## src/hw/rtl/poc_pkg.sv

```systemverilog
// ----------------------------------------------------------------------------
// poc_pkg: shared types and constants of the pointer overlay compositor
// Request/response payloads, config register codes, stage structs.
// ----------------------------------------------------------------------------
package poc_pkg;

  localparam int unsigned XY_W       = 12;
  localparam int unsigned CH_W       = 8;
  localparam int unsigned TEXEL_W    = 32;
  localparam int unsigned SHAPE_W    = 6;
  localparam int unsigned POS_W      = 13;
  localparam int unsigned SIZE_W     = 7;
  localparam int unsigned CFG_IDX_W  = 3;
  localparam int unsigned CFG_DATA_W = 13;
  // pixel coordinate minus pointer origin, signed
  localparam int unsigned DELTA_W    = 15;

  localparam logic [15:0]     ROUND_HALF = 16'd127;
  localparam logic [CH_W-1:0] CH_MAX     = 8'hFF;

  localparam logic REQ_LOAD  = 1'b0;
  localparam logic REQ_PIXEL = 1'b1;

  typedef enum logic [1:0] {
    MODE_ALPHA  = 2'd0,
    MODE_MASKED = 2'd1,
    MODE_MONO   = 2'd2
  } mode_e;

  typedef enum logic [CFG_IDX_W-1:0] {
    CFG_MODE   = 3'd0,
    CFG_POS_X  = 3'd1,
    CFG_POS_Y  = 3'd2,
    CFG_WIDTH  = 3'd3,
    CFG_HEIGHT = 3'd4
  } cfg_idx_e;

  typedef struct packed {
    logic                req_type;
    logic [XY_W-1:0]     pixel_x;
    logic [XY_W-1:0]     pixel_y;
    logic [CH_W-1:0]     dest_blue;
    logic [CH_W-1:0]     dest_green;
    logic [CH_W-1:0]     dest_red;
    logic [CH_W-1:0]     dest_alpha;
    logic [SHAPE_W-1:0]  shape_row;
    logic [SHAPE_W-1:0]  shape_col;
    logic [TEXEL_W-1:0]  shape_texel;
  } in_req_t;

  typedef struct packed {
    logic [CH_W-1:0] out_blue;
    logic [CH_W-1:0] out_green;
    logic [CH_W-1:0] out_red;
    logic [CH_W-1:0] out_alpha;
    logic            inside_pointer;
    logic            shape_error;
  } out_rsp_t;

  typedef struct packed {
    mode_e                    mode;
    logic signed [POS_W-1:0]  pos_x;
    logic signed [POS_W-1:0]  pos_y;
    logic [SIZE_W-1:0]        width;
    logic [SIZE_W-1:0]        height;
  } cfg_t;

  // per-stage load enables and stage 1 occupancy
  typedef struct packed {
    logic accept;
    logic s1_en;
    logic s2_en;
    logic s3_en;
    logic out_en;
    logic s1_vld;
  } pipe_ctl_t;

  typedef struct packed {
    logic [CH_W-1:0] b;
    logic [CH_W-1:0] g;
    logic [CH_W-1:0] r;
    logic [CH_W-1:0] a;
  } px_t;

  // side info that travels alongside the shape store read
  typedef struct packed {
    logic is_pixel;
    logic in_rect;
    logic err;
    px_t  dest;
  } s2_t;

endpackage

```

## src/hw/rtl/poc_compose.sv

```systemverilog
// ----------------------------------------------------------------------------
// poc_compose: back stages of the compositor
// Blend products, masked/monochrome ops, divide by 255 and output register.
// ----------------------------------------------------------------------------
module poc_compose
  import poc_pkg::*;
(
  input  logic                clk_i,
  input  pipe_ctl_t           ctl_i,
  input  mode_e               mode_i,
  input  s2_t                 s2_i,
  input  logic [TEXEL_W-1:0]  texel_i,
  output out_rsp_t            rsp_o
);

  typedef struct packed {
    logic            is_pixel;
    logic            in_rect;
    logic            err;
    logic            use_mix;
    logic [CH_W-1:0] alpha;
    logic [15:0]     sum_b;
    logic [15:0]     sum_g;
    logic [15:0]     sum_r;
    logic [CH_W-1:0] alt_b;
    logic [CH_W-1:0] alt_g;
    logic [CH_W-1:0] alt_r;
  } s3_t;

  // s*a + d*(255-a) + 127, at most 65152
  function automatic logic [15:0] mix_sum(input logic [CH_W-1:0] s,
                                          input logic [CH_W-1:0] d,
                                          input logic [CH_W-1:0] a);
    return 16'(s) * 16'(a) + 16'(d) * 16'(CH_MAX - a) + ROUND_HALF;
  endfunction

  // exact v/255 for v below 65280
  function automatic logic [CH_W-1:0] div255(input logic [15:0] v);
    logic [16:0] t;
    t = 17'(v) + 17'(1) + 17'(v[15:8]);
    return t[15:8];
  endfunction

  function automatic logic [CH_W-1:0] alt_ch(input mode_e m,
                                             input logic in_rect,
                                             input logic is_pixel,
                                             input logic [CH_W-1:0] s,
                                             input logic [CH_W-1:0] d,
                                             input logic [TEXEL_W-1:0] t);
    logic [CH_W-1:0] r;
    r = d;
    if (!is_pixel) begin
      r = '0;
    end else if (in_rect) begin
      case (m)
        MODE_MASKED: r = (t[TEXEL_W-1 -: CH_W] == '0) ? s : (d ^ s);
        MODE_MONO:   r = (d & {CH_W{t[0]}}) ^ {CH_W{t[1]}};
        default:     r = d;
      endcase
    end
    return r;
  endfunction

  s3_t              s3_q, s3_d;
  out_rsp_t         rsp_q, rsp_d;
  logic [CH_W-1:0]  ta, tb, tg, tr;

  assign tb = texel_i[0*CH_W +: CH_W];
  assign tg = texel_i[1*CH_W +: CH_W];
  assign tr = texel_i[2*CH_W +: CH_W];
  assign ta = texel_i[3*CH_W +: CH_W];

  // stage 3: products and bitwise modes
  always_comb begin
    s3_d.is_pixel = s2_i.is_pixel;
    s3_d.in_rect  = s2_i.in_rect;
    s3_d.err      = s2_i.err;
    s3_d.use_mix  = s2_i.in_rect && (mode_i == MODE_ALPHA);
    s3_d.alpha    = s2_i.is_pixel ? s2_i.dest.a : '0;
    s3_d.sum_b    = mix_sum(tb, s2_i.dest.b, ta);
    s3_d.sum_g    = mix_sum(tg, s2_i.dest.g, ta);
    s3_d.sum_r    = mix_sum(tr, s2_i.dest.r, ta);
    s3_d.alt_b    = alt_ch(mode_i, s2_i.in_rect, s2_i.is_pixel, tb, s2_i.dest.b, texel_i);
    s3_d.alt_g    = alt_ch(mode_i, s2_i.in_rect, s2_i.is_pixel, tg, s2_i.dest.g, texel_i);
    s3_d.alt_r    = alt_ch(mode_i, s2_i.in_rect, s2_i.is_pixel, tr, s2_i.dest.r, texel_i);
  end

  always_ff @(posedge clk_i) begin
    if (ctl_i.s3_en) begin
      s3_q <= s3_d;
    end
  end

  // output stage: rounding divide and final select
  always_comb begin
    rsp_d.out_blue       = s3_q.use_mix ? div255(s3_q.sum_b) : s3_q.alt_b;
    rsp_d.out_green      = s3_q.use_mix ? div255(s3_q.sum_g) : s3_q.alt_g;
    rsp_d.out_red        = s3_q.use_mix ? div255(s3_q.sum_r) : s3_q.alt_r;
    rsp_d.out_alpha      = s3_q.alpha;
    rsp_d.inside_pointer = s3_q.in_rect;
    rsp_d.shape_error    = s3_q.err;
  end

  always_ff @(posedge clk_i) begin
    if (ctl_i.out_en) begin
      rsp_q <= rsp_d;
    end
  end

  assign rsp_o = rsp_q;

endmodule

```

## config.mk

```make
export PLATFORM = sky130hd
export DESIGN_NAME = poc_compose
export DESIGN_NICKNAME = d
export VERILOG_FILES = /design/src/hw/rtl/poc_pkg.sv /design/src/hw/rtl/poc_compose.sv
export SDC_FILE = /design/constraint.sdc
export NUM_CORES = 1
export LEC_CHECK = 0
export BUFFER_PORTS_ARGS = -buffer_cell sky130_fd_sc_hd__buf_2
export CAP_MARGIN = 10
export CORE_AREA = 2 2 173 242
export CTS_BUF_LIST = sky130_fd_sc_hd__clkbuf_16
export CTS_CLUSTER_DIAMETER = 150
export CTS_CLUSTER_SIZE = 8
export DETAILED_ROUTE_END_ITERATION = 10
export DIE_AREA = 0 0 175 244
export GPL_TIMING_DRIVEN = 1
export PLACE_DENSITY = 0.7
export SYNTH_ARGS = -nofsm -noshare
export SYNTH_HDL_FRONTEND = slang
export SYNTH_SLANG_ARGS = --single-unit
```

## constraint.sdc

```tcl
create_clock -name clk_i -period 6.3 [get_ports clk_i]
set_input_delay 1.26 -clock clk_i [delete_from_list [all_inputs] [get_ports clk_i]]
set_output_delay 1.26 -clock clk_i [all_outputs]
set_load 0.02 [all_outputs]
```

==> impl_metrics.env <==
export IMPL_worstRegToRegCells=6
export IMPL_crit_path_top_delay_cell="fa_1"
export IMPL_critical_path_top_delay_family="adder cells"
export IMPL_insertion_delay_ps=440
export IMPL_grt_max_degree=61
export IMPL_irDropWorstVdd_uv=674
export IMPL_die_w_um=175
export IMPL_gr_usage_met3=0.0300
export IMPL_ys_async_sr_fraction=0
export IMPL_criticalPathCategory="in2reg"
export IMPL_gp_congestion=0.879
export IMPL_grt_met1_usage=0.283
export IMPL_htree_levels=4
export IMPL_vias=15600
export IMPL_path_max_fanout=9
export IMPL_p_per_area_mw_per_mm2=632
export IMPL_yosys_most_used_dff="edfxtp_1"
export IMPL_synth_edf_count=117
export IMPL_crit_path_max_incr_delay_ps=560
export IMPL_critPathLaunchType="primary input"
export IMPL_worst_ep_arrival_time_ps=6320
export IMPL_vias_per_cell=5.49
export IMPL_yosysWarnings=0
export IMPL_cp_depth=18
export IMPL_slew_violations=0
export IMPL_dp_cells=2812
export IMPL_status="completed"
export IMPL_cts_sinks=117
export IMPL_ant_nets=0
export IMPL_syn_area_mm2=0.0200
export IMPL_ys_seq_elements=117
export IMPL_setup_viol=0
export IMPL_relSlewSlack=0.230
export IMPL_r2r_slack_ps=3470
export IMPL_cts_clk_slew_worst_paths_ps=60
export IMPL_io_buffers=105
export IMPL_design_area_mm2=0.0229
export IMPL_die_area_mm2=0.0427
export IMPL_tns_ps=0
export IMPL_placed_area_mm2=0.0223
export IMPL_busiest_layer="met2"
export IMPL_crit_required_ps=6480
export IMPL_grt_usage=0.247
export IMPL_hold_class="reg2reg"
export IMPL_nFillCells=3480
export IMPL_crit_end="s3_q[71]"
export IMPL_cp_common_cell="fa_1"
export IMPL_timing_fmax_mhz=163
export IMPL_clock_skew_ps=12.7
export IMPL_drtIter0Drc=879
export IMPL_multi_input_area_mm2=0.0146
export IMPL_gr_usage_met2=0.454
export IMPL_dp_hpwl_um=40300
export IMPL_hold_buffers=0
export IMPL_most_common_layout_cells="inv_1, fa_1, ha_1"
export IMPL_ys_types=59
export IMPL_startpoint="texel_i[26]"
export IMPL_timing_critical_path_buf_inv=5
export IMPL_fp_coreArea_mm2=0.0404
export IMPL_drc=0
export IMPL_tightest_slew_ps=1150
export IMPL_grt_first_pass_wirelength_um=82800
export IMPL_cts_buffer_depth=2
export IMPL_finalHoldViolations=0
export IMPL_die_y_um=244
export IMPL_avgSynthCellArea_um2=9.50
export IMPL_io_pins=110
export IMPL_tritoncts="done"
export IMPL_seq_area_mm2=0.00351
export IMPL_cts_buffers=17
export IMPL_layout_commonest_cell="inv_1"
export IMPL_final_cells=2844
export IMPL_antenna_diode_count=0
export IMPL_fin_util=0.567
export IMPL_crit_chain="buf_2 > buf_4 > buf_4 > nand2b_1 > fa_1 > fa_1 > fa_1 > fa_1 > fa_1 > fa_1 > inv_1 > ha_1 > nand3_1 > o211ai_1 > a2111oi_2 > buf_4 > o31ai_2 > xnor2_1"
export IMPL_detail_route_wirelength_um=50100
export IMPL_routedWlPerCell_um=17.6
export IMPL_synth_nets=2694
export IMPL_synthCells=2109
export IMPL_antenna_found_initial=0
export IMPL_min_period_ps=6140
export IMPL_r2r_end="rsp_o[19]"
export IMPL_rr_startpoint="s3_q[50]"
export IMPL_layout_nets=2882
export IMPL_grt_pass1_vias=16700
export IMPL_root_buffer="clkbuf_16"
export IMPL_firstDrtPassIters=6
export IMPL_drive_gt1_frac=0.148
export IMPL_ys_seq_area_frac=0.175
export IMPL_start_util=0.496
export IMPL_leakagePower_nw=11.0
export IMPL_num_rows=87
export IMPL_period_share=0.975
export IMPL_area_growth_pct=14.3
export IMPL_overflow=0
export IMPL_p_total_mw=14.5
export IMPL_drv_cap=0
export IMPL_crit_path_end_kind="register"
==> how the worst min path moves through the flow <==
stage | start | endpoint | slack [ps] | cells after the start
6_report | rsp_d[4] | rsp_o[4] | 420 | 0
5_1_grt | rsp_d[4] | rsp_o[4] | 420 | 0
4_1_cts | rsp_d[4] | rsp_o[4] | 420 | 0
3_5_place_dp | rsp_d[5] | rsp_o[5] | 410 | 0
3_3_place_gp | rsp_d[2] | rsp_o[2] | 400 | 0
2_1_floorplan | rsp_d[0] | rsp_o[0] | 400 | 0
==> synthesized netlist by cell type, types with 3 or more instances <==
library cell  count  area (um2)
o21ai_0          32         160
o2111ai_1         3        26.3
or4_1             6        45.0
a31oi_1          16         100
and3_1           10        62.6
a21o_1            6        45.0
fa_1            308        6170
or3_1            29         181
nand4_1           8        50.1
mux2i_1          24         240
buf_6             3        33.8
ha_1            201        2510
o21a_1           14         105
clkbuf_1        104         390
xor2_1           13         114
o21ai_1          28         140
edfxtp_1        117        3510
a222oi_1         17         170
o211ai_1         11        82.6
a22o_1            3        26.3
o31ai_1           6        45.0
a21boi_1          5        37.5
a2111oi_0         5        43.8
xnor2_1          33         289
nor3_1           15        75.1
buf_1             9        33.8
a211oi_1          9        67.6
nor2b_1         121         757
a21oi_1          37         185
nand3_1          24         120
nand2_1         135         507
nand2b_1         95         594
nor4_1            5        31.3
a31o_1           18         158
o22ai_1           3        18.8
inv_1           422        1580
nor3b_1          24         180
and2_1          104         651
a22oi_1           9        67.6
nor2_1           50         188
==> area by class of cell <==
| class | instances | share of cell area |
|---|---|---|
| multi-input combinational | 1449 | 0.636 |
| timing repair buffer | 290 | 0.0873 |
| inverter | 422 | 0.0692 |
| tap | 534 | 0.0292 |
| sequential | 117 | 0.153 |
| clock inverter | 15 | 0.00650 |
| clock buffer | 17 | 0.0186 |
==> metrics by stage <==
stage          hold slack (ps)  worst slack [ps]
3_5_place_dp               405              -452
2_1_floorplan              400             -6.49
6_report                   418               158
5_1_grt                    419             -25.1
4_1_cts                    419              2.48
3_3_place_gp               401              -482
==> timing repair <==
item / in CTS / in global routing
setup endpoints to repair: 0 / 12
gates resized for setup: 0 / 19
buffers inserted: 0 / 0
==> kinds of logic (layout without fill, tap and decap cells) <==
family                   Yosys count  in the layout  synth area share
multiplexers                      27             27            0.0137
adder cells (fa/ha/maj)          509            509             0.433
flip-flops                       117            117             0.175
buffers and inverters            543            744             0.103
AND/OR/NAND/NOR                  630            630             0.174
XOR/XNOR                          46             46            0.0201
AO/OA/AOI/OAI                    237            237            0.0804
==> report_power, final <==
part	total, mW	switching, mW	internal (mW)
clock	0.964	0.411	0.553
combinational	11.7	6.06	5.68
sequential	1.76	0.167	1.60
==> sequential cells by signal, summed over array words and instances, names as in the netlist <==
signal and flops:
rsp_d 10, s3_q 73, rsp_o 34
==> layer usage <==
| metal | vias to the layer above | part of all wire |
|---|---|---|
| li1 | 7107 | - |
| met2 | 507 | 0.53 |
| met3 | 149 | 0.053 |
| met1 | 7864 | 0.37 |
| met5 | - | 0 |
| met4 | 0 | 0.047 |
==> worst reg2reg max path, stage by stage, from the launching register on <==
cell and delay, ps:
edfxtp_1 510, ha_1 340, a21oi_1 190, a211oi_1 100, nor3_1 920, xnor2_1 190, mux2_2 320
Power figures use the tool's default switching activity.
