===== config.mk =====
export PLATFORM = sky130hd
export DESIGN_NAME = poc_locate
export DESIGN_NICKNAME = d
export VERILOG_FILES = /design/src/hw/rtl/poc_pkg.sv /design/src/hw/rtl/poc_locate.sv
export SDC_FILE = /design/constraint.sdc
export NUM_CORES = 1
export LEC_CHECK = 0
export ABC_AREA = 1
export ABC_CLOCK_PERIOD_IN_PS = 2000
export BUFFER_PORTS_ARGS = -buffer_cell sky130_fd_sc_hd__buf_2
export CAP_MARGIN = 15
export CORE_ASPECT_RATIO = 1.1
export CORE_MARGIN = 3
export CORE_UTILIZATION = 50
export CTS_CLUSTER_SIZE = 40
export DETAILED_ROUTE_END_ITERATION = 6
export PLACE_DENSITY = 0.82
export SYNTH_ARGS = -nofsm -noshare
export SYNTH_HDL_FRONTEND = slang
export SYNTH_SLANG_ARGS = --single-unit

===== constraint.sdc =====
create_clock -name clk_i -period 2 [get_ports clk_i]
set_input_delay 0.4 -clock clk_i [delete_from_list [all_inputs] [get_ports clk_i]]
set_output_delay 0.4 -clock clk_i [all_outputs]
set_load 0.02 [all_outputs]

===== src/hw/rtl/poc_pkg.sv =====
// ----------------------------------------------------------------------------
// poc_pkg: shared types and constants of the pointer overlay compositor
// Request/response payloads, config register codes, stage structs.
// ----------------------------------------------------------------------------
package poc_pkg;

  localparam int unsigned XY_W       = 12;
  localparam int unsigned CH_W       = 8;
  localparam int unsigned TEXEL_W    = 32;
  localparam int unsigned SHAPE_W    = 6;
  localparam int unsigned POS_W      = 13;
  localparam int unsigned SIZE_W     = 7;
  localparam int unsigned CFG_IDX_W  = 3;
  localparam int unsigned CFG_DATA_W = 13;
  // pixel coordinate minus pointer origin, signed
  localparam int unsigned DELTA_W    = 15;

  localparam logic [15:0]     ROUND_HALF = 16'd127;
  localparam logic [CH_W-1:0] CH_MAX     = 8'hFF;

  localparam logic REQ_LOAD  = 1'b0;
  localparam logic REQ_PIXEL = 1'b1;

  typedef enum logic [1:0] {
    MODE_ALPHA  = 2'd0,
    MODE_MASKED = 2'd1,
    MODE_MONO   = 2'd2
  } mode_e;

  typedef enum logic [CFG_IDX_W-1:0] {
    CFG_MODE   = 3'd0,
    CFG_POS_X  = 3'd1,
    CFG_POS_Y  = 3'd2,
    CFG_WIDTH  = 3'd3,
    CFG_HEIGHT = 3'd4
  } cfg_idx_e;

  typedef struct packed {
    logic                req_type;
    logic [XY_W-1:0]     pixel_x;
    logic [XY_W-1:0]     pixel_y;
    logic [CH_W-1:0]     dest_blue;
    logic [CH_W-1:0]     dest_green;
    logic [CH_W-1:0]     dest_red;
    logic [CH_W-1:0]     dest_alpha;
    logic [SHAPE_W-1:0]  shape_row;
    logic [SHAPE_W-1:0]  shape_col;
    logic [TEXEL_W-1:0]  shape_texel;
  } in_req_t;

  typedef struct packed {
    logic [CH_W-1:0] out_blue;
    logic [CH_W-1:0] out_green;
    logic [CH_W-1:0] out_red;
    logic [CH_W-1:0] out_alpha;
    logic            inside_pointer;
    logic            shape_error;
  } out_rsp_t;

  typedef struct packed {
    mode_e                    mode;
    logic signed [POS_W-1:0]  pos_x;
    logic signed [POS_W-1:0]  pos_y;
    logic [SIZE_W-1:0]        width;
    logic [SIZE_W-1:0]        height;
  } cfg_t;

  // per-stage load enables and stage 1 occupancy
  typedef struct packed {
    logic accept;
    logic s1_en;
    logic s2_en;
    logic s3_en;
    logic out_en;
    logic s1_vld;
  } pipe_ctl_t;

  typedef struct packed {
    logic [CH_W-1:0] b;
    logic [CH_W-1:0] g;
    logic [CH_W-1:0] r;
    logic [CH_W-1:0] a;
  } px_t;

  // side info that travels alongside the shape store read
  typedef struct packed {
    logic is_pixel;
    logic in_rect;
    logic err;
    px_t  dest;
  } s2_t;

endpackage


===== src/hw/rtl/poc_locate.sv =====
// ----------------------------------------------------------------------------
// poc_locate: front stages of the compositor
// Error flag, pointer-relative offsets, hit test and shape store addressing.
// ----------------------------------------------------------------------------
module poc_locate
  import poc_pkg::*;
#(
  parameter int unsigned MAX_POINTER_SIZE = 64,
  parameter int unsigned COORD_BITS       = 12,
  localparam int unsigned AddrW = $clog2(MAX_POINTER_SIZE * MAX_POINTER_SIZE)
) (
  input  logic                clk_i,
  input  logic                rst_ni,
  input  pipe_ctl_t           ctl_i,
  input  in_req_t             req_i,
  input  cfg_t                cfg_i,
  output logic                ram_we_o,
  output logic [AddrW-1:0]    ram_waddr_o,
  output logic [TEXEL_W-1:0]  ram_wdata_o,
  output logic                ram_re_o,
  output logic [AddrW-1:0]    ram_raddr_o,
  output s2_t                 s2_o
);

  localparam int unsigned IdxW = $clog2(MAX_POINTER_SIZE);
  localparam int unsigned MagW = DELTA_W - 1;
  localparam logic [XY_W-1:0] CoordMask = XY_W'((64'(1) << COORD_BITS) - 64'(1));

  typedef struct packed {
    logic                       is_pixel;
    logic                       err;
    logic signed [DELTA_W-1:0]  dx;
    logic signed [DELTA_W-1:0]  dy;
    logic [SHAPE_W-1:0]         row_idx;
    logic [SHAPE_W-1:0]         col_idx;
    logic [TEXEL_W-1:0]         texel;
    px_t                        dest;
  } s1_t;

  // load row/col wrapped into the store; few steps on a 6-bit value
  function automatic logic [SHAPE_W-1:0] wrap_idx(input logic [SHAPE_W-1:0] v);
    logic [SHAPE_W-1:0] r;
    r = v;
    for (int i = 0; i < 8; i++) begin
      if (int'(r) >= int'(MAX_POINTER_SIZE)) begin
        r = r - SHAPE_W'(MAX_POINTER_SIZE);
      end
    end
    return r;
  endfunction

  logic                flag_q, flag_d;
  s1_t                 s1_q, s1_d;
  s2_t                 s2_q, s2_d;
  logic [XY_W-1:0]     px_m, py_m;
  logic [CH_W-1:0]     load_alpha;
  logic                load_in_rect;
  logic [MagW-1:0]     dx_mag, dy_mag;
  logic                mode_ok;
  logic                hit;

  // error flag: updated as the request is accepted
  assign load_alpha   = req_i.shape_texel[TEXEL_W-1 -: CH_W];
  assign load_in_rect = ({1'b0, req_i.shape_col} < cfg_i.width) &&
                        (int'(req_i.shape_col) < int'(MAX_POINTER_SIZE)) &&
                        ({1'b0, req_i.shape_row} < cfg_i.height) &&
                        (int'(req_i.shape_row) < int'(MAX_POINTER_SIZE));

  always_comb begin
    flag_d = flag_q;
    if (req_i.req_type == REQ_LOAD) begin
      if (req_i.shape_row == '0 && req_i.shape_col == '0) begin
        flag_d = 1'b0;
      end
      if (cfg_i.mode == MODE_MASKED && load_in_rect &&
          load_alpha != '0 && load_alpha != CH_MAX) begin
        flag_d = 1'b1;
      end
    end
  end

  always_ff @(posedge clk_i or negedge rst_ni) begin
    if (!rst_ni) begin
      flag_q <= 1'b0;
    end else if (ctl_i.accept) begin
      flag_q <= flag_d;
    end
  end

  // stage 1: offsets from the pointer origin
  assign px_m = req_i.pixel_x & CoordMask;
  assign py_m = req_i.pixel_y & CoordMask;

  always_comb begin
    s1_d.is_pixel = (req_i.req_type == REQ_PIXEL);
    s1_d.err      = flag_d;
    s1_d.dx       = $signed({3'b000, px_m}) - $signed({{2{cfg_i.pos_x[POS_W-1]}}, cfg_i.pos_x});
    s1_d.dy       = $signed({3'b000, py_m}) - $signed({{2{cfg_i.pos_y[POS_W-1]}}, cfg_i.pos_y});
    s1_d.row_idx  = wrap_idx(req_i.shape_row);
    s1_d.col_idx  = wrap_idx(req_i.shape_col);
    s1_d.texel    = req_i.shape_texel;
    s1_d.dest     = '{b: req_i.dest_blue, g: req_i.dest_green,
                      r: req_i.dest_red,  a: req_i.dest_alpha};
  end

  always_ff @(posedge clk_i) begin
    if (ctl_i.s1_en) begin
      s1_q <= s1_d;
    end
  end

  // stage 2: hit test, store access
  assign dx_mag  = s1_q.dx[MagW-1:0];
  assign dy_mag  = s1_q.dy[MagW-1:0];
  assign mode_ok = (cfg_i.mode == MODE_ALPHA) || (cfg_i.mode == MODE_MASKED) ||
                   (cfg_i.mode == MODE_MONO);
  assign hit = s1_q.is_pixel && !s1_q.err && mode_ok &&
               !s1_q.dx[DELTA_W-1] && !s1_q.dy[DELTA_W-1] &&
               (dx_mag < MagW'(cfg_i.width))  && (dx_mag < MagW'(MAX_POINTER_SIZE)) &&
               (dy_mag < MagW'(cfg_i.height)) && (dy_mag < MagW'(MAX_POINTER_SIZE));

  assign ram_we_o    = ctl_i.s2_en && ctl_i.s1_vld && !s1_q.is_pixel;
  assign ram_waddr_o = AddrW'(s1_q.row_idx) * AddrW'(MAX_POINTER_SIZE) +
                       AddrW'(s1_q.col_idx);
  assign ram_wdata_o = s1_q.texel;
  assign ram_re_o    = ctl_i.s2_en && ctl_i.s1_vld && hit;
  assign ram_raddr_o = AddrW'(dy_mag[IdxW-1:0]) * AddrW'(MAX_POINTER_SIZE) +
                       AddrW'(dx_mag[IdxW-1:0]);

  always_comb begin
    s2_d.is_pixel = s1_q.is_pixel;
    s2_d.in_rect  = hit;
    s2_d.err      = s1_q.err;
    s2_d.dest     = s1_q.dest;
  end

  always_ff @(posedge clk_i) begin
    if (ctl_i.s2_en) begin
      s2_q <= s2_d;
    end
  end

  assign s2_o = s2_q;

endmodule


==> impl_results.md, run 1 <==
- Outcome: finished with violations
- Violated checks: negative setup slack
- Input/output buffers: 241
- CP Capture Type: output pin
- Top post-synthesis cells by area: edfxtp_1 62%, ha_1 8.5%, buf_4 6.2%
- Nets: 987
- Critical Path Most Common Cell: nand2_1
- RSZ-0062 raised after global routing: yes
- Max Fclk: 425.2 MHz
- Critical path arrival: 1950 ps
- Gr usage total: 18.86%
- # setup viols final: 1
- Routed wire per std cell: 15.32 um
- Post-synthesis sequential area ratio: 62.83%
- PD cells: 932.5 nW/um^2
- End-of-flow core utilization: 65.09%
- Worst Setup EP: ram_re_o
- Largest net degree at the start of global routing: 48
- Clock root cell: clkbuf_16
- Startpoint types: flip-flop
- Cell with the largest stage delay on the worst path: edfxtp_1
- Leak: 4.015 nW
- Ys flop type: edfxtp_1
- Max Cap Violations: 0
- Antenna violations before repair: 0
- Worst Setup SP: dx_mag[4]
- Clk_skew: 8.277 ps
- CP Data Required Time: 1600 ps
- Gr ovfl total: 0
- Reg2reg path depth: 8
- # rows: 44
- Antenna Nets Post-Route: 0
- Pre-CTS setup slack: -155.8 ps
- Worst min-delay path class: input port to flip-flop
- Share of cells above drive strength 1: 38.45%
- HP Start: req_i[3]
- PnR worst setup slack: -351.9 ps
- TritonRoute pass-1 iters: 4
- Via Count: 4,662
- FFs w/ async S/R, synth: 0.7042%
- DR vias/cell: 4.846
- DIE AREA: 14,990 um^2
- Vias in the first global route: 4,420
- Final worst path period share: 117.6%
- DPL Wire Length: 11.87 mm
- Clock-pin slew on the worst setup and hold paths: 70 ps
- Num Clock Sinks: 142
- Synth Cell Area: 6779 um^2
- FILL cells: 1,066
- Final WL: 14.74 mm
- TritonCTS clock tree: built
- Final Hold Viols: 0
- DR iter-0 viols: 270
- Synthesis warning total: 0
- Synthesized area per cell: 12.04 um^2
- Htree depth: 4
- Cts bufs inserted: 17
- Number of distinct library cells after synthesis: 30
- Post-synth EDFFs: 141
- Cell taking the most area after synthesis: edfxtp_1
- Bufs and invs on worst path: 1
- DIE HEIGHT: 128.1 um
- Core ar.: 13,210 um^2
- Worst-Margin Slew: 466.3 ps
- Post-synth net total: 762
- Post-synth top cells: 141 x edfxtp_1, 75 x nand2_1, 74 x inv_1, 56 x buf_4, 51 x nor2_1
- Die X-Extent: 117.0 um
- Cells after synthesis: 563
- Final Critical Period: 2352 ps
- CP max stage delay: 410 ps
- Diodes inserted: 0
- Reg2reg start: dx_mag[5]
- Worst reg2reg path endpoint: s2_o[33]
- Pins Over Slew Limit: 0
- Gp weighted congestion: 0.8374
- Slew headroom: 68.91%
- #FFs+latches synth: 142
- Crit path kind: flip-flop to output pin
- Area growth from synthesis to layout: 26.87%
- CP Depth: 8
- DRC: 0
- Worst-case vdd ir drop: 624.8 uV
- Worst-path cell chain: ha_1, nand2_1, nor2_1, a21boi_1, o21bai_1, nand2_1, nor3_2, buf_4
- Worst path top cell family by delay: flip-flops
- Most numerous cell in the Yosys netlist: edfxtp_1
- Flop-to-flop setup slack: 320 ps
- Initial core utilization: 51.31%
- Top cell type's share of synthesized area: 62.46%
- Clock Latency Late Sink: 410 ps
- IO Pins: 244
- First-pass GRT wire length: 21.44 mm
- Maximum fanout along the worst path: 2
- Clock buffer depth: 2
-- sequential cells by signal, summed over array words and instances (netlist names) --
name and count:
ram_wdata_o 32, dx_mag 14, flag_q 1, s2_o 35
dy_mag 14, s1_q 46
-- power by group --
group | internal, mW | total (mW) | leakage, nW | switching [mW]
combinational | 0.498 | 1.24 | 2.32 | 0.741
sequential | 3.60 | 3.69 | 1.39 | 0.0831
clock | 1.70 | 3.09 | 0.296 | 1.39
-- metrics by stage --
step	power, mW	hold slack (ps)	std cells	setup TNS (ps)	cell area, um^2
floorplan	4.557	104.4	563	0	6779
global placement	4.925	175.1	927	-143.6	7929
detailed placement	4.969	176.8	927	-155.8	7929
CTS	8.079	145.1	961	-444.4	8556
global route	8.388	140.6	962	-521.3	8601
finish	8.020	161.1	962	-351.9	8601
-- cell families after synthesis --
group           synth area share [%]
compound gates                 4.743
xor+xnor                       2.584
fa+ha+maj                      9.081
buf+inv                        10.30
flops                          62.83
simple gates                   10.47
-- timing repair --
action	in CTS	in global routing
pin swaps	2	2
hold endpoints to repair	1	0
hold buffers	1	0
setup endpoints to repair	1	1
cloned	0	0
setup buffers	1	1
gates resized for setup	2	5
-- cell type report --
type                       instances  area [um^2]  share of cell area (%)
clock buffer                      17        425.4                   4.946
inverter                          74        277.8                   3.230
timing repair buffer             262         1396                   16.24
multi-input combinational        291         1859                   21.62
tap                              161        201.4                   2.342
sequential                       142         4259                   49.52
clock inverter                    15        181.4                   2.109
-- worst min path at each step --
stage | endpoint | slack, ps | cells after the start
after global placement | flag_q | 180 | 1
after global routing | s1_q[19] | 140 | 1
after floorplan | flag_q | 100 | 0
after detailed placement | flag_q | 180 | 1
final | ram_wdata_o[3] | 160 | 1
after CTS | s1_q[23] | 150 | 1
-- metal layers --
layer / wire length (um) / part of all wire [%] / vias up / GRT usage [%]
met4: 169 / 1.1 / 0 / 5.331
li1: - / - / 2330 / -
met3: 1420 / 9.6 / 12 / 6.846
met5: 0 / 0 / - / 0
met2: 7590 / 52 / 179 / 33.34
met1: 5557 / 38 / 2141 / 21.24
-- placed cells by master, fill, tap and decap left out, types with 17 or more instances in the layout --
cell         n
a21oi_1     24
buf_2      239
buf_4       20
clkbuf_16   17
edfxtp_1   141
ha_1        44
inv_1       74
nand2_1     75
nand3_1     24
nor2_1      51
Power figures use the tool's default switching activity.
==> inputs of run 2 (changes only) <==
--- a/config.mk
+++ b/config.mk
@@ -11,10 +11,11 @@
 export CAP_MARGIN = 15
 export CORE_ASPECT_RATIO = 1.1
 export CORE_MARGIN = 3
-export CORE_UTILIZATION = 50
+export CORE_UTILIZATION = 54
 export CTS_CLUSTER_SIZE = 40
 export DETAILED_ROUTE_END_ITERATION = 6
-export PLACE_DENSITY = 0.82
+export PLACE_DENSITY = 0.88
 export SYNTH_ARGS = -nofsm -noshare
 export SYNTH_HDL_FRONTEND = slang
 export SYNTH_SLANG_ARGS = --single-unit
+export TNS_END_PERCENT = 50
==> run 2 against run 1 <==
  * Clock-buffer cell count unchanged
  * The flow still finishes with violations (negative setup slack)
  * Sequential share of layout area hardly changed
  * Utilization is 5.7 points higher
  * Non-clock buffer count decreased by 1
  * Critical endpoint unchanged
  * Clock power increased by 4%
  * Register-to-register slack improved by 60 ps
  * Critical path depth unchanged
  * Die area down 7.1%
  * Sequential power about the same
  * First-iteration DRC count rose by 10%
  * Sequential cell count is the same
==> impl_results.md, run 2 (synthesis gave the netlist of run 1 again) <==
- Outcome: finished with violations
- Violated checks: negative setup slack
- Input/output buffers: 241 (unchanged)
- PD cells: 948.3 nW/um^2 (+1.7%)
- Final Cell Area: 8594 um^2 (about the same)
- WHS Endpoint: ram_wdata_o[23]
- Footprint of the multi-input gates: 1859 um^2 (unchanged)
- First-pass GRT wire length: 23.16 mm (+8.0%)
- DIE AREA: 13,940 um^2 (-7.1%)
- Leak: 4.008 nW (-0.17%)
- Largest register FFs: 46 (unchanged)
- # rows: 42 (-4.5%)
- Sw Ratio: 26.43% (-1.2 points)
- Via Count: 4,770 (+2.3%)
- Overall Power: 8.150 mW (+1.6%)
- Num Clock Sinks: 142 (unchanged)
- Clock buffer depth: 2 (unchanged)
- Startpoint types: flip-flop
- # setup viols final: 1 (unchanged)
- Share of cells above drive strength 1: 38.38% (-0.077 points)
- P_sw: 2.154 mW (-2.8%)
- TritonRoute pass-1 iters: 5 (+1)
- Placed inst area: 7928 um^2 (about the same)
- Flop-to-flop setup slack: 380 ps (+60 ps)
- Largest Register: s1_q
- Final WL: 15.75 mm (+6.8%)
- Core ar.: 12,140 um^2 (-8.1%)
- Commonest non-fill, non-tap cells in the layout: 239 x buf_2, 141 x edfxtp_1, 75 x nand2_1
- End-of-flow core utilization: 70.80% (+5.7 points)
- CP max stage delay: 440 ps (+30 ps)
- DR vias/cell: 5.000 (+3.2%)
- Antenna violations before repair: 1 (+1)
- Critical path arrival: 2040 ps (+90 ps)
- DR iter-0 viols: 297 (+10%)
- Reg area: 4259 um^2 (unchanged)
- Clock-pin slew on the worst setup and hold paths: 70 ps (about the same)
- Final worst path period share: 121.8% (+4.2 points)
- Worst reg2reg path endpoint: s2_o[33]
- Nets: 986 (-0.10%)
- Routed wire per std cell: 16.51 um (+7.7%)
- WHS: 157.8 ps (-3.296 ps)
- Die X-Extent: 112.8 um (-3.6%)
- Most common cell after layout, fill and taps aside: buf_2
- Clock root cell: clkbuf_16
- Htree depth: 4 (unchanged)
- Pins Over Slew Limit: 0 (unchanged)
- CP Data Required Time: 1600 ps (about the same)
- Clock Latency Late Sink: 410 ps (about the same)
- Max Cap Violations: 0 (unchanged)
- P_int: 5.996 mW (+3.3%)
- Largest net degree at the start of global routing: 36 (-25%)
- DPL Wire Length: 12.15 mm (+2.4%)
- FILL cells: 863 (-19%)
- RSZ-0062 raised after global routing: yes
- Critical Path Most Common Cell: nand2_1
- Worst-case vdd ir drop: 931.3 uV (+49%)
- Antenna Nets Post-Route: 0 (unchanged)
- Worst-path cell chain: ha_4, nand2_1, nor2_1, a21boi_1, o21bai_1, nand2_1, nor3_2, buf_4
- Combinational Power Share: 15.2% (-0.3 points)
- Gr ovfl total: 0 (unchanged)
- Slew headroom: 67.74% (-1.2 points)
- Final Hold Viols: 0 (unchanged)
- Gp weighted congestion: 0.8698 (+3.9%)
- Clock share of power: 39.4% (+0.8 points)
- Hold Crit Depth: 1 (unchanged)
- TritonCTS clock tree: built
- Post-Layout Cell Count: 954 (-0.83%)
- Part of the power in registers: 45.4% (-0.6 points)
- IO Pins: 244 (unchanged)
- Initial core utilization: 55.84% (+4.5 points)
- DRC: 0 (unchanged)
- Diodes inserted: 0 (unchanged)
- Area growth from synthesis to layout: 26.78% (about the same)
- Worst min-delay path class: input port to flip-flop
- HP Start: req_i[23]
- Crit path kind: flip-flop to output pin
- Gr usage total: 22.12% (+3.3 points)
- Placed insts: 921 (-0.65%)
- Clk_skew: 7.968 ps (-0.3082 ps)
- CP Capture Type: output pin
- Max Fclk: 410.5 MHz (-3.5%)
- PnR worst setup slack: -436.2 ps (-84.22 ps)
- Cts bufs inserted: 17 (unchanged)
- Cell with the largest stage delay on the worst path: edfxtp_1
- Vias in the first global route: 4,599 (+4.0%)
- Final Critical Period: 2436 ps (+84.22 ps)
- Worst-Margin Slew: 483.8 ps (+17.48 ps)
- Reg2reg path depth: 6 (-2)
- Maximum fanout along the worst path: 2 (unchanged)
- Reg2reg start: dy_mag[5]
- DIE HEIGHT: 123.5 um (-3.6%)
-- run 2: cell count changes in the layout (fill, tap and decap cells not counted), moves of 2 or more --
cell        change
bufinv_16       +2
clkinv_8        -2
clkinvlp_4      +2
inv_6           +3
inv_8           -3
-- run 2: final cells by class --
| cell class | instances | area share, % |
|---|---|---|
| Clock inverter | 15 | 2.227 |
| Timing Repair Buffer | 261 | 16.16 |
| Multi-Input combinational cell | 291 | 21.63 |
| Sequential cell | 142 | 49.56 |
| Tap cell | 154 | 2.242 |
| Clock buffer | 17 | 4.950 |
| Inverter | 74 | 3.232 |
-- run 2: per-stage QoR --
step | TNS [ps] | setup slack [ps]
finish | -436.2 | -436.2
global route | -546.7 | -546.7
CTS | -428.9 | -428.9
detailed placement | -202.0 | -197.3
global placement | -207.6 | -207.6
floorplan | 0 | 4.023
-- run 2: timing repair --
| action | 4_1_cts | 5_1_grt |
|---|---|---|
| gates resized for setup | 3 | 5 |
| hold buffers | 1 | 0 |
| pin swaps | 1 | 3 |
| cloned | 0 | 0 |
| endpoints found under the hold margin | 1 | 0 |
| setup buffers | 0 | 0 |
| endpoints found under the setup margin | 1 | 1 |
-- run 2: worst max-delay path, delay by kind of cell (launching register included) --
family	cells	cell delay, ps
and+or+nand+nor	4	450
DFF	1	440
AOI/OAI and AO/OA	2	320
adders and majority gates	1	250
buffers and inverters	1	170
-- run 2: worst max path at each step --
stage / slack [ps] / to / from
after floorplan: 4 / ram_re_o / cfg_i[12]
after global placement: -210 / ram_re_o / cfg_i[12]
after detailed placement: -200 / ram_re_o / cfg_i[12]
after CTS: -430 / ram_re_o / dx_mag[5]
after global routing: -550 / ram_re_o / dx_mag[5]
final: -440 / ram_re_o / dx_mag[5]
-- run 2: per-layer routing --
layer | vias up | routed length [um] | track usage, %
met4 | 2 | 386 | 7.288
met1 | 2173 | 5732 | 24.40
li1 | 2328 | - | -
met3 | 30 | 1366 | 7.587
met5 | - | 11 | 0
met2 | 237 | 8249 | 40.07
-- run 2: power by group through the flow --
stage          logic, mW  clock network, mW  registers (mW)
5_1_grt             1.37               3.37            3.72
4_1_cts             1.23               3.25            3.70
6_report            1.24               3.21            3.70
2_1_floorplan      0.760                  0            3.80
3_3_place_gp        1.18                  0            3.73
3_5_place_dp        1.22                  0            3.76
==> inputs of run 3 (changes only) <==
--- a/config.mk
+++ b/config.mk
@@ -7,14 +7,14 @@
 export LEC_CHECK = 0
 export ABC_AREA = 1
 export ABC_CLOCK_PERIOD_IN_PS = 2000
-export BUFFER_PORTS_ARGS = -buffer_cell sky130_fd_sc_hd__buf_2
+export BUFFER_PORTS_ARGS = -buffer_cell sky130_fd_sc_hd__buf_4
 export CAP_MARGIN = 15
 export CORE_ASPECT_RATIO = 1.1
 export CORE_MARGIN = 3
 export CORE_UTILIZATION = 54
 export CTS_CLUSTER_SIZE = 40
 export DETAILED_ROUTE_END_ITERATION = 6
-export PLACE_DENSITY = 0.88
+export PLACE_DENSITY = 0.86
 export SYNTH_ARGS = -nofsm -noshare
 export SYNTH_HDL_FRONTEND = slang
 export SYNTH_SLANG_ARGS = --single-unit
==> run 3 against run 2 <==
  * The flow still finishes with violations (negative setup slack)
  * Clock skew shrank 0.82 ps
  * Sequential share of layout area decreased by 3.1 points
  * Worst hold slack gained 1.5 ps
  * Routed wire length grew 4.8%
  * Critical endpoint unchanged
  * Largest cell class unchanged
  * Highest routed layer is now met4
==> impl_results.md, run 3 (synthesis gave the netlist of run 1 again) <==
- Outcome: finished with violations
- Violated checks: negative setup slack
- Commonest non-fill, non-tap cells in the layout: 260 x buf_4, 141 x edfxtp_1, 75 x nand2_1
- IO Pins: 244 (unchanged)
- Clock Latency Late Sink: 410 ps (about the same)
- TritonCTS clock tree: built
- DR vias/cell: 5.100 (+2.0%)
- Hold Crit Depth: 1 (unchanged)
- Critical path arrival: 2010 ps (-30 ps)
- Input/output buffers: 241 (unchanged)
- First-pass GRT wire length: 24.21 mm (+4.6%)
- Final Hold Viols: 0 (unchanged)
- Clock root cell: clkbuf_16
- Nets: 988 (+0.20%)
- Largest register FFs: 46 (unchanged)
- Num Clock Sinks: 142 (unchanged)
- Post-Layout Cell Count: 956 (+0.21%)
- CP Capture Type: output pin
- Final worst path period share: 120.7% (-1.1 points)
- Routed wire per std cell: 17.26 um (+4.6%)
- Diodes inserted: 0 (unchanged)
- Max Fclk: 414.2 MHz (+0.90%)
- Die X-Extent: 112.8 um (unchanged)
- TritonRoute pass-1 iters: 6 (+1)
- Clock buffer depth: 2 (unchanged)
- Most common cell after layout, fill and taps aside: buf_4
- Final WL: 16.51 mm (+4.8%)
- Fin Setup TNS: -414.5 ps (+21.69 ps)
- DR iter-0 viols: 334 (+12%)
- Initial core utilization: 55.84% (unchanged)
- Maximum fanout along the worst path: 2 (unchanged)
- Final Cell Area: 9163 um^2 (+6.6%)
- # rows: 42 (unchanged)
- Placed insts: 923 (+0.22%)
- FILL cells: 785 (-9.0%)
- Antenna violations before repair: 0 (-1)
- Reg2reg path depth: 8 (+2)
- Critical Path Most Common Cell: nand2_1
- DIE HEIGHT: 123.5 um (unchanged)
- Slew headroom: 68.15% (+0.41 points)
- Share of cells above drive strength 1: 38.28% (-0.096 points)
- Placed inst area: 8543 um^2 (+7.8%)
- Htree depth: 4 (unchanged)
- Clk_skew: 7.149 ps (-0.8199 ps)
- Startpoint types: flip-flop
- Core ar.: 12,140 um^2 (unchanged)
- DPL Wire Length: 12.81 mm (+5.4%)
- Gr ovfl total: 0 (unchanged)
- Antenna Nets Post-Route: 0 (unchanged)
- RSZ-0062 raised after global routing: yes
- # Post-CTS Setup Buffers: 0 (unchanged)
- Pins Over Slew Limit: 0 (unchanged)
- DIE AREA: 13,940 um^2 (unchanged)
- Clock-pin slew on the worst setup and hold paths: 70 ps (about the same)
- Worst min-delay path class: input port to flip-flop
- Final Critical Period: 2414 ps (-21.69 ps)
- DRC: 0 (unchanged)
- Vias in the first global route: 4,842 (+5.3%)
- PD cells: 889.9 nW/um^2 (-6.2%)
- Crit path kind: flip-flop to output pin
- Gp weighted congestion: 0.8690 (about the same)
- Leak: 4.200 nW (+4.8%)
- CP max stage delay: 400 ps (-40 ps)
- CP Data Required Time: 1600 ps (about the same)
- Worst-Margin Slew: 477.7 ps (-6.093 ps)
- Pre-CTS setup slack: -249.7 ps (-52.41 ps)
- Via Count: 4,876 (+2.2%)
- Area growth from synthesis to layout: 35.16%
- # setup viols final: 1 (unchanged)
- Cell with the largest stage delay on the worst path: edfxtp_1
- PnR worst setup slack: -414.5 ps (+21.69 ps)
- Largest Register: s1_q
- Worst-path cell chain: ha_1, nand2_1, nor2_1, a21boi_1, o21bai_1, nand2_1, nor3_2, buf_4
- Worst-case vdd ir drop: 810.6 uV (-13%)
- Largest net degree at the start of global routing: 46 (+28%)
- Cts bufs inserted: 17 (unchanged)
- Gr usage total: 22.72% (+0.60 points)
- Max Cap Violations: 0 (unchanged)
run 3: changes by cell type in the layout (fill, tap and decap cells not counted), sizes merged:
cell / delta
clkinv: -1
clkinvlp: +2
bufinv: -1
buf: +2
run 3: per-layer routing:
| metal | vias to the layer above | track usage (%) | share of wire, % |
|---|---|---|---|
| li1 | 2327 | - | - |
| met1 | 2293 | 25.20 | 36 |
| met2 | 231 | 41.07 | 53 |
| met3 | 25 | 8.713 | 9.4 |
| met4 | 0 | 5.935 | 1.5 |
| met5 | - | 0 | 0 |
run 3: worst paths after layout:
check / start / end / slack, ps
min: req_i[67] / s1_q[23] / 160
max: dx_mag[4] / ram_re_o / -410
min reg2reg: s1_q[5] / s2_o[5] / 420
max reg2reg: dx_mag[5] / s2_o[33] / 330
max in group asynchronous: rst_ni / flag_q / 1560
min in group asynchronous: rst_ni / flag_q / 360
run 3: what timing repair did:
item | in CTS | in global routing
hold buffers | 1 | 0
resized for setup | 4 | 1
endpoints found under the setup margin | 1 | 1
endpoints found under the hold margin | 1 | 0
run 3: metrics by stage:
stage / power (mW) / hold WS (ps) / utilization [%]
2_1_floorplan: 4.557 / 104.4 / -
3_3_place_gp: 5.098 / 176.4 / 70.38
3_5_place_dp: 5.166 / 177.5 / 70.38
4_1_cts: 8.199 / 144.7 / 75.48
5_1_grt: 8.472 / 140.1 / 75.48
6_report: 8.154 / 159.3 / 75.48
run 3: layout make-up:
class,count,area (um^2),share of cell area (%)
timing repair buffer,263,2002,21.85
multi-input combinational,291,1856,20.25
clock buffer,17,425.4,4.643
tap,154,192.7,2.103
inverter,74,277.8,3.032
clock inverter,15,150.1,1.639
sequential,142,4259,46.48
run 3: power by group:
| part | internal, mW | switching [mW] | total (mW) |
|---|---|---|---|
| sequential | 3.61 | 0.103 | 3.71 |
| clock | 1.75 | 1.27 | 3.02 |
| combinational | 0.657 | 0.759 | 1.42 |
run 3: worst max-delay path: cells and delay by family, from the launching register on:
kind,cells,cell delay (ps)
buffers and inverters,1,180
DFF,1,400
AOI/OAI and AO/OA,2,310
and+or+nand+nor,4,420
adders and majority gates,1,290
